--- config.mk ---
export PLATFORM = sky130hd
export DESIGN_NAME = shell_argument_tokenizer
export DESIGN_NICKNAME = d
export VERILOG_FILES = /design/src/rtl/sat_pkg.sv /design/src/rtl/sat_scan.sv /design/src/rtl/sat_outq.sv /design/src/rtl/shell_argument_tokenizer.sv
export SDC_FILE = /design/constraint.sdc
export NUM_CORES = 1
export LEC_CHECK = 0
export ABC_AREA = 1
export BUFFER_PORTS_ARGS = -buffer_cell sky130_fd_sc_hd__buf_2
export CELL_PAD_IN_SITES_DETAIL_PLACEMENT = 0
export CELL_PAD_IN_SITES_GLOBAL_PLACEMENT = 2
export CORE_ASPECT_RATIO = 1.75
export CORE_MARGIN = 5
export CORE_UTILIZATION = 37
export DETAILED_ROUTE_END_ITERATION = 8
export PLACE_DENSITY = 0.91
export SLEW_MARGIN = 20
export SYNTH_ARGS = -nofsm -noshare
export SYNTH_HDL_FRONTEND = slang
export SYNTH_HIERARCHICAL = 1
export SYNTH_SLANG_ARGS = --single-unit
export TNS_END_PERCENT = 1
--- constraint.sdc ---
create_clock -name clk -period 6.6 [get_ports clk]
set_input_delay 0.33 -clock clk [delete_from_list [all_inputs] [get_ports clk]]
set_output_delay 0.33 -clock clk [all_outputs]
set_load 0.005 [all_outputs]
--- src/rtl/sat_pkg.sv ---
// Shared types and constants for the shell argument tokenizer.
package sat_pkg;

	// Argument limit and field widths
	localparam int MaxArgs   = 16;
	localparam int CntW      = 5;
	localparam int IdxW      = 4;
	localparam int ChW       = 8;
	localparam int QueueDepth = 4;
	localparam int QPtrW     = 2;
	localparam int QCntW     = 3;

	// Scan modes
	localparam logic [2:0] MODE_BETWEEN = 3'd0;
	localparam logic [2:0] MODE_WORD    = 3'd1;
	localparam logic [2:0] MODE_WESC    = 3'd2;
	localparam logic [2:0] MODE_DQ      = 3'd3;
	localparam logic [2:0] MODE_DESC    = 3'd4;
	localparam logic [2:0] MODE_SQ      = 3'd5;
	localparam logic [2:0] MODE_IGNORE  = 3'd6;

	// Result kinds
	localparam logic [1:0] KIND_BYTE = 2'd0;
	localparam logic [1:0] KIND_EOA  = 2'd1;
	localparam logic [1:0] KIND_EOL  = 2'd2;

	// Special characters
	localparam logic [7:0] CH_NUL    = 8'h00;
	localparam logic [7:0] CH_HASH   = 8'h23;
	localparam logic [7:0] CH_BSLASH = 8'h5C;
	localparam logic [7:0] CH_DQUOTE = 8'h22;
	localparam logic [7:0] CH_SQUOTE = 8'h27;
	localparam logic [7:0] CH_TAB    = 8'h09;
	localparam logic [7:0] CH_SPACE  = 8'h20;

	// One result beat
	typedef struct packed {
		logic [1:0]      kind;
		logic [ChW-1:0]  ch;
		logic [IdxW-1:0] idx;
		logic [CntW-1:0] cnt;
		logic            last;
	} res_t;

endpackage

--- src/rtl/sat_scan.sv ---
// Combinational scanner: next mode, argument count and up to two results per byte.
module sat_scan
	import sat_pkg::*;
(
	input  logic [7:0]      ch,
	input  logic [2:0]      mode,
	input  logic [CntW-1:0] args,
	input  logic [CntW-1:0] limit,
	output logic [2:0]      mode_nxt,
	output logic [CntW-1:0] args_nxt,
	output logic [1:0]      n_res,
	output res_t            res0,
	output res_t            res1
);

	logic            blank;
	logic [2:0]      m;
	logic [CntW-1:0] a;
	logic [IdxW-1:0] cur;
	logic            go;

	assign blank = (ch == CH_SPACE) || (ch == CH_TAB);

	always_comb begin
		m        = mode;
		a        = args;
		go       = 1'b1;
		mode_nxt = mode;
		args_nxt = args;
		n_res    = 2'd0;
		res0     = '0;
		res1     = '0;
		cur      = IdxW'(args - CntW'(1));
		if (ch == CH_NUL) begin
			// End of line: close an open word, then report the count
			go       = 1'b0;
			mode_nxt = MODE_BETWEEN;
			args_nxt = '0;
			if (mode >= MODE_WORD && mode <= MODE_SQ) begin
				res0  = '{kind: KIND_EOA, ch: '0, idx: cur, cnt: args, last: 1'b0};
				res1  = '{kind: KIND_EOL, ch: '0, idx: '0, cnt: args, last: 1'b1};
				n_res = 2'd2;
			end else begin
				res0  = '{kind: KIND_EOL, ch: '0, idx: '0, cnt: args, last: 1'b1};
				n_res = 2'd1;
			end
		end else if (mode == MODE_BETWEEN) begin
			// Word start: skip blanks, drop comments and words past the limit
			if (blank) begin
				go = 1'b0;
			end else if (ch == CH_HASH || args >= limit) begin
				go       = 1'b0;
				mode_nxt = MODE_IGNORE;
			end else begin
				a        = args + CntW'(1);
				cur      = IdxW'(args);
				m        = MODE_WORD;
				args_nxt = a;
			end
		end
		if (go) begin
			mode_nxt = m;
			unique case (m)
				MODE_WORD: begin
					if (blank) begin
						res0     = '{kind: KIND_EOA, ch: '0, idx: cur, cnt: a, last: 1'b1};
						n_res    = 2'd1;
						mode_nxt = MODE_BETWEEN;
					end else if (ch == CH_BSLASH) begin
						mode_nxt = MODE_WESC;
					end else if (ch == CH_DQUOTE) begin
						mode_nxt = MODE_DQ;
					end else if (ch == CH_SQUOTE) begin
						mode_nxt = MODE_SQ;
					end else begin
						res0  = '{kind: KIND_BYTE, ch: ch, idx: cur, cnt: a, last: 1'b1};
						n_res = 2'd1;
					end
				end
				MODE_WESC: begin
					res0     = '{kind: KIND_BYTE, ch: ch, idx: cur, cnt: a, last: 1'b1};
					n_res    = 2'd1;
					mode_nxt = MODE_WORD;
				end
				MODE_DQ: begin
					if (ch == CH_DQUOTE) begin
						mode_nxt = MODE_WORD;
					end else if (ch == CH_BSLASH) begin
						mode_nxt = MODE_DESC;
					end else begin
						res0  = '{kind: KIND_BYTE, ch: ch, idx: cur, cnt: a, last: 1'b1};
						n_res = 2'd1;
					end
				end
				MODE_DESC: begin
					res0     = '{kind: KIND_BYTE, ch: ch, idx: cur, cnt: a, last: 1'b1};
					n_res    = 2'd1;
					mode_nxt = MODE_DQ;
				end
				MODE_SQ: begin
					if (ch == CH_SQUOTE) begin
						mode_nxt = MODE_WORD;
					end else begin
						res0  = '{kind: KIND_BYTE, ch: ch, idx: cur, cnt: a, last: 1'b1};
						n_res = 2'd1;
					end
				end
				default: begin
					mode_nxt = MODE_IGNORE;
				end
			endcase
		end
	end

endmodule

--- src/rtl/sat_outq.sv ---
// Small result queue: takes up to two results per cycle, hands out one per beat.
module sat_outq
	import sat_pkg::*;
(
	input  logic             clk,
	input  logic             arst_n,
	input  logic [1:0]       push_n,
	input  res_t             din0,
	input  res_t             din1,
	output logic             out_valid,
	input  logic             out_ready,
	output res_t             dout,
	output logic [QCntW-1:0] count
);

	res_t             mem_q [QueueDepth];
	logic [QPtrW-1:0] wr_q;
	logic [QPtrW-1:0] rd_q;
	logic [QCntW-1:0] cnt_q;
	logic             pop;
	logic [QPtrW-1:0] wr1;

	assign pop       = out_valid && out_ready;
	assign out_valid = (cnt_q != '0);
	assign dout      = mem_q[rd_q];
	assign count     = cnt_q;
	assign wr1       = wr_q + QPtrW'(1);

	// Store new results at the tail
	always_ff @(posedge clk) begin
		if (push_n != 2'd0) begin
			mem_q[wr_q] <= din0;
		end
		if (push_n == 2'd2) begin
			mem_q[wr1] <= din1;
		end
	end

	// Advance pointers and occupancy
	always_ff @(posedge clk or negedge arst_n) begin
		if (!arst_n) begin
			wr_q  <= '0;
			rd_q  <= '0;
			cnt_q <= '0;
		end else begin
			wr_q  <= wr_q + QPtrW'(push_n);
			rd_q  <= rd_q + QPtrW'(pop);
			cnt_q <= cnt_q + QCntW'(push_n) - QCntW'(pop);
		end
	end

`ifndef SYNTHESIS
	a_cnt_bound: assert property (@(posedge clk) disable iff (!arst_n)
		cnt_q <= QCntW'(QueueDepth))
		else $error("result queue over capacity");
	a_no_overflow: assert property (@(posedge clk) disable iff (!arst_n)
		(push_n != 2'd0) |-> (cnt_q + QCntW'(push_n) - QCntW'(pop) <= QCntW'(QueueDepth)))
		else $error("result queue push overflows");
	a_pop_moves: assert property (@(posedge clk) disable iff (!arst_n)
		pop |=> rd_q == $past(rd_q) + QPtrW'(1))
		else $error("read pointer did not advance on pop");
`endif

endmodule

--- src/rtl/shell_argument_tokenizer.sv ---
// Top level: shell command-line word splitter with a streaming in/out interface.
//
//  channel  dir  beat contents
//  s_*      in   tdata[7:0] ch (0 ends the line)
//  m_*      out  tdata: out_ch[7:0] arg_index[11:8] arg_count[16:12]; tuser kind; tlast last
//  cfg_*    in   cfg_wdata max_args, written when cfg_we is high
//
// One input byte is decoded in the cycle it is accepted; its zero to two results
// land in a four-entry result queue and leave one per cycle from there while m_tready is high.
// Input is accepted whenever the queue holds two or fewer results, so a steady
// byte-per-cycle stream runs at full rate while the output is ready; a byte that yields two results
// (end of line inside a word) costs one extra output beat.
// Reset: between words, no arguments, max_args 16, queue empty.
module shell_argument_tokenizer
	import sat_pkg::*;
(
	input  logic        clk,
	input  logic        arst_n,
	input  logic        s_tvalid,
	output logic        s_tready,
	input  logic [7:0]  s_tdata,   // [7:0] ch
	output logic        m_tvalid,
	input  logic        m_tready,
	output logic [23:0] m_tdata,   // [7:0] out_ch, [11:8] arg_index, [16:12] arg_count
	output logic [1:0]  m_tuser,   // [1:0] kind
	output logic        m_tlast,
	input  logic        cfg_we,
	input  logic [4:0]  cfg_wdata
);

	logic [CntW-1:0]  max_q;
	logic [2:0]       mode_q;
	logic [CntW-1:0]  args_q;
	logic [CntW-1:0]  limit;
	logic [2:0]       mode_nxt;
	logic [CntW-1:0]  args_nxt;
	logic [1:0]       n_res;
	res_t             res0;
	res_t             res1;
	res_t             head;
	logic [QCntW-1:0] q_count;
	logic             acc;
	logic [1:0]       push_n;

	// Clamp the limit to at most MaxArgs
	assign limit = (max_q > CntW'(MaxArgs)) ? CntW'(MaxArgs) : max_q;

	// Take a beat only while the queue can absorb two results
	assign s_tready = (q_count <= QCntW'(QueueDepth - 2));
	assign acc      = s_tvalid && s_tready;
	assign push_n   = acc ? n_res : 2'd0;

	sat_scan u_scan (
		.ch       (s_tdata),
		.mode     (mode_q),
		.args     (args_q),
		.limit    (limit),
		.mode_nxt (mode_nxt),
		.args_nxt (args_nxt),
		.n_res    (n_res),
		.res0     (res0),
		.res1     (res1)
	);

	sat_outq u_outq (
		.clk       (clk),
		.arst_n    (arst_n),
		.push_n    (push_n),
		.din0      (res0),
		.din1      (res1),
		.out_valid (m_tvalid),
		.out_ready (m_tready),
		.dout      (head),
		.count     (q_count)
	);

	// Drive the result beat
	assign m_tdata = {7'd0, head.cnt, head.idx, head.ch};
	assign m_tuser = head.kind;
	assign m_tlast = head.last;

	// Update config and scan state
	always_ff @(posedge clk or negedge arst_n) begin
		if (!arst_n) begin
			max_q  <= CntW'(MaxArgs);
			mode_q <= MODE_BETWEEN;
			args_q <= '0;
		end else begin
			if (cfg_we) begin
				max_q <= cfg_wdata;
			end
			if (acc) begin
				mode_q <= mode_nxt;
				args_q <= args_nxt;
			end
		end
	end

`ifndef SYNTHESIS
	a_eol_clears: assert property (@(posedge clk) disable iff (!arst_n)
		(acc && s_tdata == CH_NUL) |=> (args_q == '0 && mode_q == MODE_BETWEEN))
		else $error("end of line did not clear scan state");
	a_args_bound: assert property (@(posedge clk) disable iff (!arst_n)
		args_q <= CntW'(MaxArgs))
		else $error("argument count above limit");
	a_eol_push: assert property (@(posedge clk) disable iff (!arst_n)
		(acc && s_tdata == CH_NUL) |-> (push_n != 2'd0))
		else $error("end of line produced no result");
`endif

endmodule

==> out/qor.txt, run 1 <==
Critical Path Stages: 20
pin count of the biggest net entering global routing: 45
CP Buf/Inv Count: 3
global-route wire length before repair: 26,600 µm
number of port buffers: 39
post-synthesis mux area share: 0
Max Slew Vio Count: 0
Critical Path Start: max_q[1]$_DFFE_PN0P_
total track usage: 0.160
final setup vio count: 0
EDFF count, synth: 80
Initial Util: 0.375
Layout Skew: 0.0135 ns
status: finished clean
#FFs+latches synth: 100
placed standard-cell area: 0.00682 mm²
clk slew on worst S/H paths: 0.07 ns
Antenna Diode Count: 0
Main synth FF type: edfxtp_1
worst vdd ir: 159 µV
post-placement setup slack: 2.00 ns
pwr dens: 427 mW/mm²
Hold Worst Slack: 0.188 ns
Die H: 186 µm
Routed WL per cell: 15.4 µm
Hold Fails Final Rpt: 0
initial antenna violation count: 0
Post-Route Utilization: 0.407
Max-Cap Viols: 0
Max Clk Rate: 223 MHz
number of core rows: 64
yosys warns: 6
post-CTS setup buffers: 0
grt ovf: 0
clk buf depth: 2
Post-Synth Adder-Cell Area: 0.0220
Worst Path Required: 6.70 ns
nets: 849
worst slew pin tran: 0.928 ns
Cell Area, Synth: 0.00659 mm²
Area growth syn-to-layout: 8.51%
Max stage delay on crit path: 0.70 ns
Die ar.: 0.0207 mm²
Tcrit/Tclk final: 0.679
DR iter-0 viols: 201
number of global-route vias before repair: 5,135
routed wire length: 16,200 µm
Register Area: 0.00290 mm²
CP delay by family, top: simple AND/OR/NAND/NOR gates
Hold Path Stages: 3
Vias/cell: 4.82
core footprint: 0.0175 mm²
drt first pass iters: 4
Seq/Total Area, Yosys: 0.441
Leakage: 2.89 nW
CP dominant cell by count: nand2_1
CTS Root Cell: clkbuf_16
post-synth cell types: 39
TritonCTS sink count: 100
CTS Buf Count: 9
CTS tree: done
CP cell instances: nor2_1 > nand2_1 > a21oi_1 > inv_1 > ha_1 > a21oi_1 > nand2_2 > nor2_8 > nand3_4 > a21oi_4 > o211ai_1 > nand2_1 > nand2_1 > o21ai_0 > inv_1 > nor2_1 > nor2_8 > nand2_2 > o31ai_4 > buf_8
Final WS setup: 2.12 ns
H-tree levels: 3
post-synthesis compound-gate area fraction: 0.165
Post-Synthesis Cells: 799
time the worst path needs with I/O delays and setup: 4.48 ns
WS Path Type: reg -> reg
clk_lat worst skew: 0.35 ns
DR vias: 5,089
Tightest Hold Check Type: in -> reg
die width: 111 µm
boundary pin count: 47
Filler cells: 1,815
RSZ-0062 raised after global routing: no
Multi-input gate area: 0.00306 mm²
largest family of logic cells by synthesized area: simple AND/OR/NAND/NOR gates
dpl hpwl: 12,400 µm
R2R Path Start: max_q[1]$_DFFE_PN0P_
xor and xnor area share after synthesis: 0.00665
crit start category: flop
ys async rst share: 0.200
DRC: 0
Simple-Gate Fraction of Synth Area: 0.252
CP Max Fanout: 41
Hold Startpoint: cfg_wdata[0]
TNS Setup: 0 ns
final instance area: 0.00715 mm²
Avg Inst Size Synth: 8.24 µm²
share of cells above drive strength 1: 0.206
Rel. slew slack: 0.379
worst endpoint data arrival time: 4.58 ns
routability cong.: 0.870
ANT nets after route: 0
Crit-path slowest cell: nand2_2
reg2reg path depth: 20
Crit. End Element: flop
-- registers in the layout, summed over array words and instances (netlist names) --
signal,flops
u_outq/mem_q,80
args_q,5
u_outq/rd_q,2
u_outq/wr_q,2
u_outq/count,3
max_q,5
mode_q,3
-- area by class of cell --
| class | count | area share |
|---|---|---|
| Clock inverter | 7 | 0.00840 |
| Clock buffer | 9 | 0.0315 |
| Inverter | 90 | 0.0473 |
| Sequential cell | 100 | 0.406 |
| Multi-Input combinational cell | 572 | 0.428 |
| Tap cell | 231 | 0.0404 |
| Timing Repair Buffer | 47 | 0.0382 |
-- worst paths after layout --
kind / to / slack, ns
max reg2reg: u_outq/mem_q[2][7]$_DFFE_PP_ / 2.12
min: max_q[0]$_DFFE_PN0P_ / 0.19
max: u_outq/mem_q[2][7]$_DFFE_PP_ / 2.12
min in group asynchronous: u_outq/count[1]$_DFF_PN0_ / 0.48
min reg2reg: u_outq/rd_q[1]$_DFF_PN0_ / 0.47
max in group asynchronous: max_q[4]$_DFFE_PN1P_ / 5.75
-- routing by layer --
| metal | vias up | GRT usage | part of all wire | wire length, µm |
|---|---|---|---|---|
| met2 | 70 | 0.306 | 0.58 | 9380 |
| met3 | 19 | 0.0204 | 0.024 | 382 |
| li1 | 2656 | - | - | - |
| met4 | 0 | 0.0782 | 0.025 | 402 |
| met1 | 2344 | 0.169 | 0.37 | 6060 |
| met5 | - | 0 | 0 | 0 |
-- logic make-up after synthesis --
kind of cell / after synthesis
compound gates: 178
xor+xnor: 5
fa+ha+maj: 11
buf+inv: 145
flops: 100
other cells: 2
simple gates: 358
-- where the power goes --
group,internal [mW],switching [mW],leakage (nW)
logic,0.567,1.04,1.77
clock network,0.262,0.246,0.135
registers,0.859,0.0819,0.981
-- tightest hold or removal path: stages --
cell,delay (ns)
buf_2,0.07
nand2_1,0.03
o21ai_0,0.06
-- per-stage QoR --
step | power [mW] | instances
floorplan | 2.13 | 817
global placement | 2.56 | 1037
detailed placement | 2.58 | 1037
CTS | 3.09 | 1054
global route | 3.34 | 1056
finish | 3.05 | 1056
-- repair_timing --
item | in CTS | in global routing
endpoints found under the hold margin | 19 | 0
hold buffers | 1 | 0
gates resized for setup | 0 | 0
-- cell usage after synthesis (6+ instances only) --
master	count	area, µm²
buf_2	13	65.1
nor2_2	6	37.5
a21oi_1	9	45.0
nand3_1	22	110
nand2_1	152	571
inv_2	12	45.0
nor3_1	6	30.0
clkbuf_1	6	22.5
dfrtp_1	19	475
nand4_1	22	138
buf_4	23	173
o21ai_0	54	270
buf_6	12	135
inv_1	78	293
ha_1	10	125
edfxtp_1	80	2400
o21ai_2	42	368
nand2_2	24	150
o21ai_1	61	305
nor2_1	110	413
-- cells in the final DEF, fill, tap and decap left out, types with 19 or more instances in the layout --
master and n:
nand2_1 152, nor2_1 110, edfxtp_1 80, inv_1 78, o21ai_1 60, o21ai_0 54
o21ai_2 43, buf_2 39, nand2_2 24, nand4_1 22, nand3_1 22, conb_1 20
dfrtp_1 19
No activity file was read; power rests on OpenSTA's default activity.
==> inputs of run 2 (changes only) <==
Settings changed: ABC_AREA 1 to 0, CORE_UTILIZATION 37 to 39, PLACE_DENSITY 0.91 to 0.88.
Clock period 6.6 ns to 3.9 ns, I/O delays scaled along.
==> out/qor.txt, run 2 <==
RR Endpoint: u_outq/mem_q[2][16]$_DFFE_PP_
Max-Cap Viols: 0
Post-Synthesis Cells: 476
number of port buffers: 39
Biggest register: u_outq/mem_q
Simple-Gate Fraction of Synth Area: 0.100
Cell Area, Synth: 0.00632 mm²
number of core rows: 61
internal power: 3.12 mW
nets: 558
DRC: 0
sink of the worst hold path: max_q[1]$_DFFE_PN0P_
clk slew on worst S/H paths: 0.07 ns
Seq/Total Area, Yosys: 0.460
initial antenna violation count: 0
Crit. End Element: flop
#FFs+latches synth: 100
global-route wire length before repair: 20,600 µm
Die ar.: 0.0189 mm²
leading cell types in the layout, fill and taps excluded: edfxtp_1, mux2_4, mux2_2
Tightest Hold Check Type: in -> reg
final setup vio count: 0
yosys warns: 6
post-placement setup slack: 0.235 ns
commonest non-fill, non-tap cell in the layout: edfxtp_1
Hold Path Stages: 2
Area contributors post-synth: edfxtp_1, mux2_4, mux2_2
TritonCTS sink count: 100
Max stage delay on crit path: 0.72 ns
DR iter-0 viols: 166
xor and xnor area share after synthesis: 0.0153
crit start category: flop
EDFF count, synth: 80
worst endpoint data arrival time: 3.76 ns
time the worst path needs with I/O delays and setup: 3.66 ns
Max Slew Vio Count: 0
CTS Buf Count: 9
share of cells above drive strength 1: 0.412
core footprint: 0.0160 mm²
top post-synthesis cells by count: edfxtp_1, mux2_4, mux2_2
Net Sw Frac: 0.339
post-synth cell types: 65
routability cong.: 0.880
total track usage: 0.140
Top Registers: u_outq/mem_q (80), args_q (5), max_q (5)
CP cell instances: nor2b_1 > ha_1 > nand2b_1 > a31oi_2 > o211a_1 > nand3_1 > a21bo_2 > o21ai_0 > inv_1 > nor2_1 > and4bb_1 > buf_4 > mux2_4
CTS Root Cell: clkbuf_16
boundary pin count: 47
Leakage: 2.74 nW
top cell type's share of synthesized area: 0.380
largest family of logic cells by synthesized area: multiplexers
Hold Worst Slack: 0.0833 ns
worst slew pin tran: 1.02 ns
CP Buf/Inv Count: 2
ANT nets after route: 0
Final WS setup: 0.236 ns
cell taking the most area after synthesis: edfxtp_1
H-tree levels: 3
CTS tree: done
Worst Path Required: 3.99 ns
reg2reg path depth: 13
Rel. slew slack: 0.321
R2R setup slack: 0.24 ns
RSZ-0062 raised after global routing: no
sequential power share: 0.347
dpl hpwl: 9490 µm
pwr dens: 665 mW/mm²
Avg Inst Size Synth: 13.3 µm²
post-synthesis mux area share: 0.268
CP Max Fanout: 12
post-synthesis compound-gate area fraction: 0.0687
WS Path Type: reg -> reg
Antenna Diode Count: 0
clk_lat worst skew: 0.34 ns
Max Clk Rate: 273 MHz
Hold Fails Final Rpt: 0
routed wire length: 13,100 µm
R2R Path Start: max_q[4]$_DFFE_PN1P_
grt ovf: 0
number of global-route vias before repair: 4,061
Hold Startpoint: cfg_wdata[1]
DR vias: 3,916
Die H: 178 µm
ys async rst share: 0.200
clk buf depth: 2
Tcrit/Tclk final: 0.939
Initial Util: 0.396
Comb pwr share: 0.473
max FFs per register: 80
Post-Synth Adder-Cell Area: 0.0230
die width: 106 µm
count leader, synth: edfxtp_1
CP delay by family, top: simple AND/OR/NAND/NOR gates
TNS Setup: 0 ns
placed standard-cell area: 0.00681 mm²
pin count of the biggest net entering global routing: 22
worst vdd ir: 297 µV
Vias/cell: 5.42
drt first pass iters: 4
Main synth FF type: edfxtp_1
Clock Power Share: 0.181
NetSw: 1.60 mW
Routed WL per cell: 18.1 µm
Layout Skew: 0.00798 ns
Area growth syn-to-layout: 12.5%
status: finished clean
Crit-path slowest cell: and4bb_1
final instance area: 0.00711 mm²
-- run 2: changes by cell type in the layout (fill, tap and decap cells not counted), moves of 22 or more --
cell	change
buf_4	+23
o21ai_1	-60
o21ai_0	-43
mux2_4	+47
mux2_2	+45
nand4_1	-22
nor2_1	-80
o21ai_2	-43
nand2_1	-128
nand2_2	-24
inv_1	-61
-- run 2: what timing repair did --
action / in CTS / in global routing
endpoints found under the hold margin: 19 / 0
setup endpoints to repair: 0 / 10
resized for setup: 0 / 1
setup buffers: 0 / 0
hold buffers: 1 / 0
-- run 2: layout make-up --
class | count | area [µm²]
Clock buffer | 9 | 225
Clock inverter | 7 | 58.8
Fill cell | 1401 | 8850
Inverter | 17 | 63.8
Multi-Input combinational cell | 328 | 3100
Sequential cell | 100 | 2900
Tap cell | 189 | 236
Timing Repair Buffer | 73 | 515
-- run 2: per-stage QoR --
step | instances | power, mW | utilization
floorplan | 494 | 3.25 | -
detailed placement | 706 | 3.89 | 0.427
CTS | 723 | 4.77 | 0.445
finish | 723 | 4.72 | 0.445
global route | 723 | 5.03 | 0.445
global placement | 706 | 3.84 | 0.427
-- run 2: worst max-delay path by stage --
stage | slack, ns | cells after the start | end | from
floorplan | -0.22 | 13 | u_outq/mem_q[0][0]$_DFFE_PP_ | max_q[4]$_DFFE_PN1P_
global placement | 0.28 | 13 | u_outq/mem_q[2][14]$_DFFE_PP_ | max_q[4]$_DFFE_PN1P_
detailed placement | 0.23 | 13 | u_outq/mem_q[2][12]$_DFFE_PP_ | max_q[4]$_DFFE_PN1P_
CTS | 0.21 | 13 | u_outq/mem_q[2][16]$_DFFE_PP_ | max_q[4]$_DFFE_PN1P_
global route | 0.008 | 13 | u_outq/mem_q[2][13]$_DFFE_PP_ | max_q[4]$_DFFE_PN1P_
finish | 0.24 | 13 | u_outq/mem_q[2][16]$_DFFE_PP_ | max_q[4]$_DFFE_PN1P_
-- run 2: power groups by stage --
stage / registers [mW] / logic (mW) / clock network, mW
floorplan: 1.58 / 1.68 / 0
global placement: 1.65 / 2.19 / 0
detailed placement: 1.66 / 2.23 / 0
CTS: 1.64 / 2.25 / 0.877
global route: 1.66 / 2.45 / 0.927
finish: 1.64 / 2.23 / 0.854
-- run 2: worst register-to-register path, cell delays in order, from the launching register on --
cell	delay, ns
dfstp_2	0.57
nor2b_1	0.06
ha_1	0.26
nand2b_1	0.10
a31oi_2	0.11
o211a_1	0.31
nand3_1	0.16
a21bo_2	0.20
o21ai_0	0.12
inv_1	0.07
nor2_1	0.04
and4bb_1	0.72
buf_4	0.35
mux2_4	0.32
-- run 2: kinds of logic (layout without fill, tap and decap cells) --
group | count (synthesis) | in the layout
compound gates | 57 | 57
xor+xnor | 11 | 11
fa+ha+maj | 11 | 11
buf+inv | 66 | 106
flops | 100 | 100
mux | 115 | 115
other cells | 2 | 20
simple gates | 114 | 114
-- run 2: per-layer routing --
layer	up-vias	wire length, µm	GRT usage
li1	1867	-	-
met1	1904	4800	0.145
met2	120	7360	0.271
met3	25	548	0.0235
met4	0	397	0.0627
met5	-	0	0
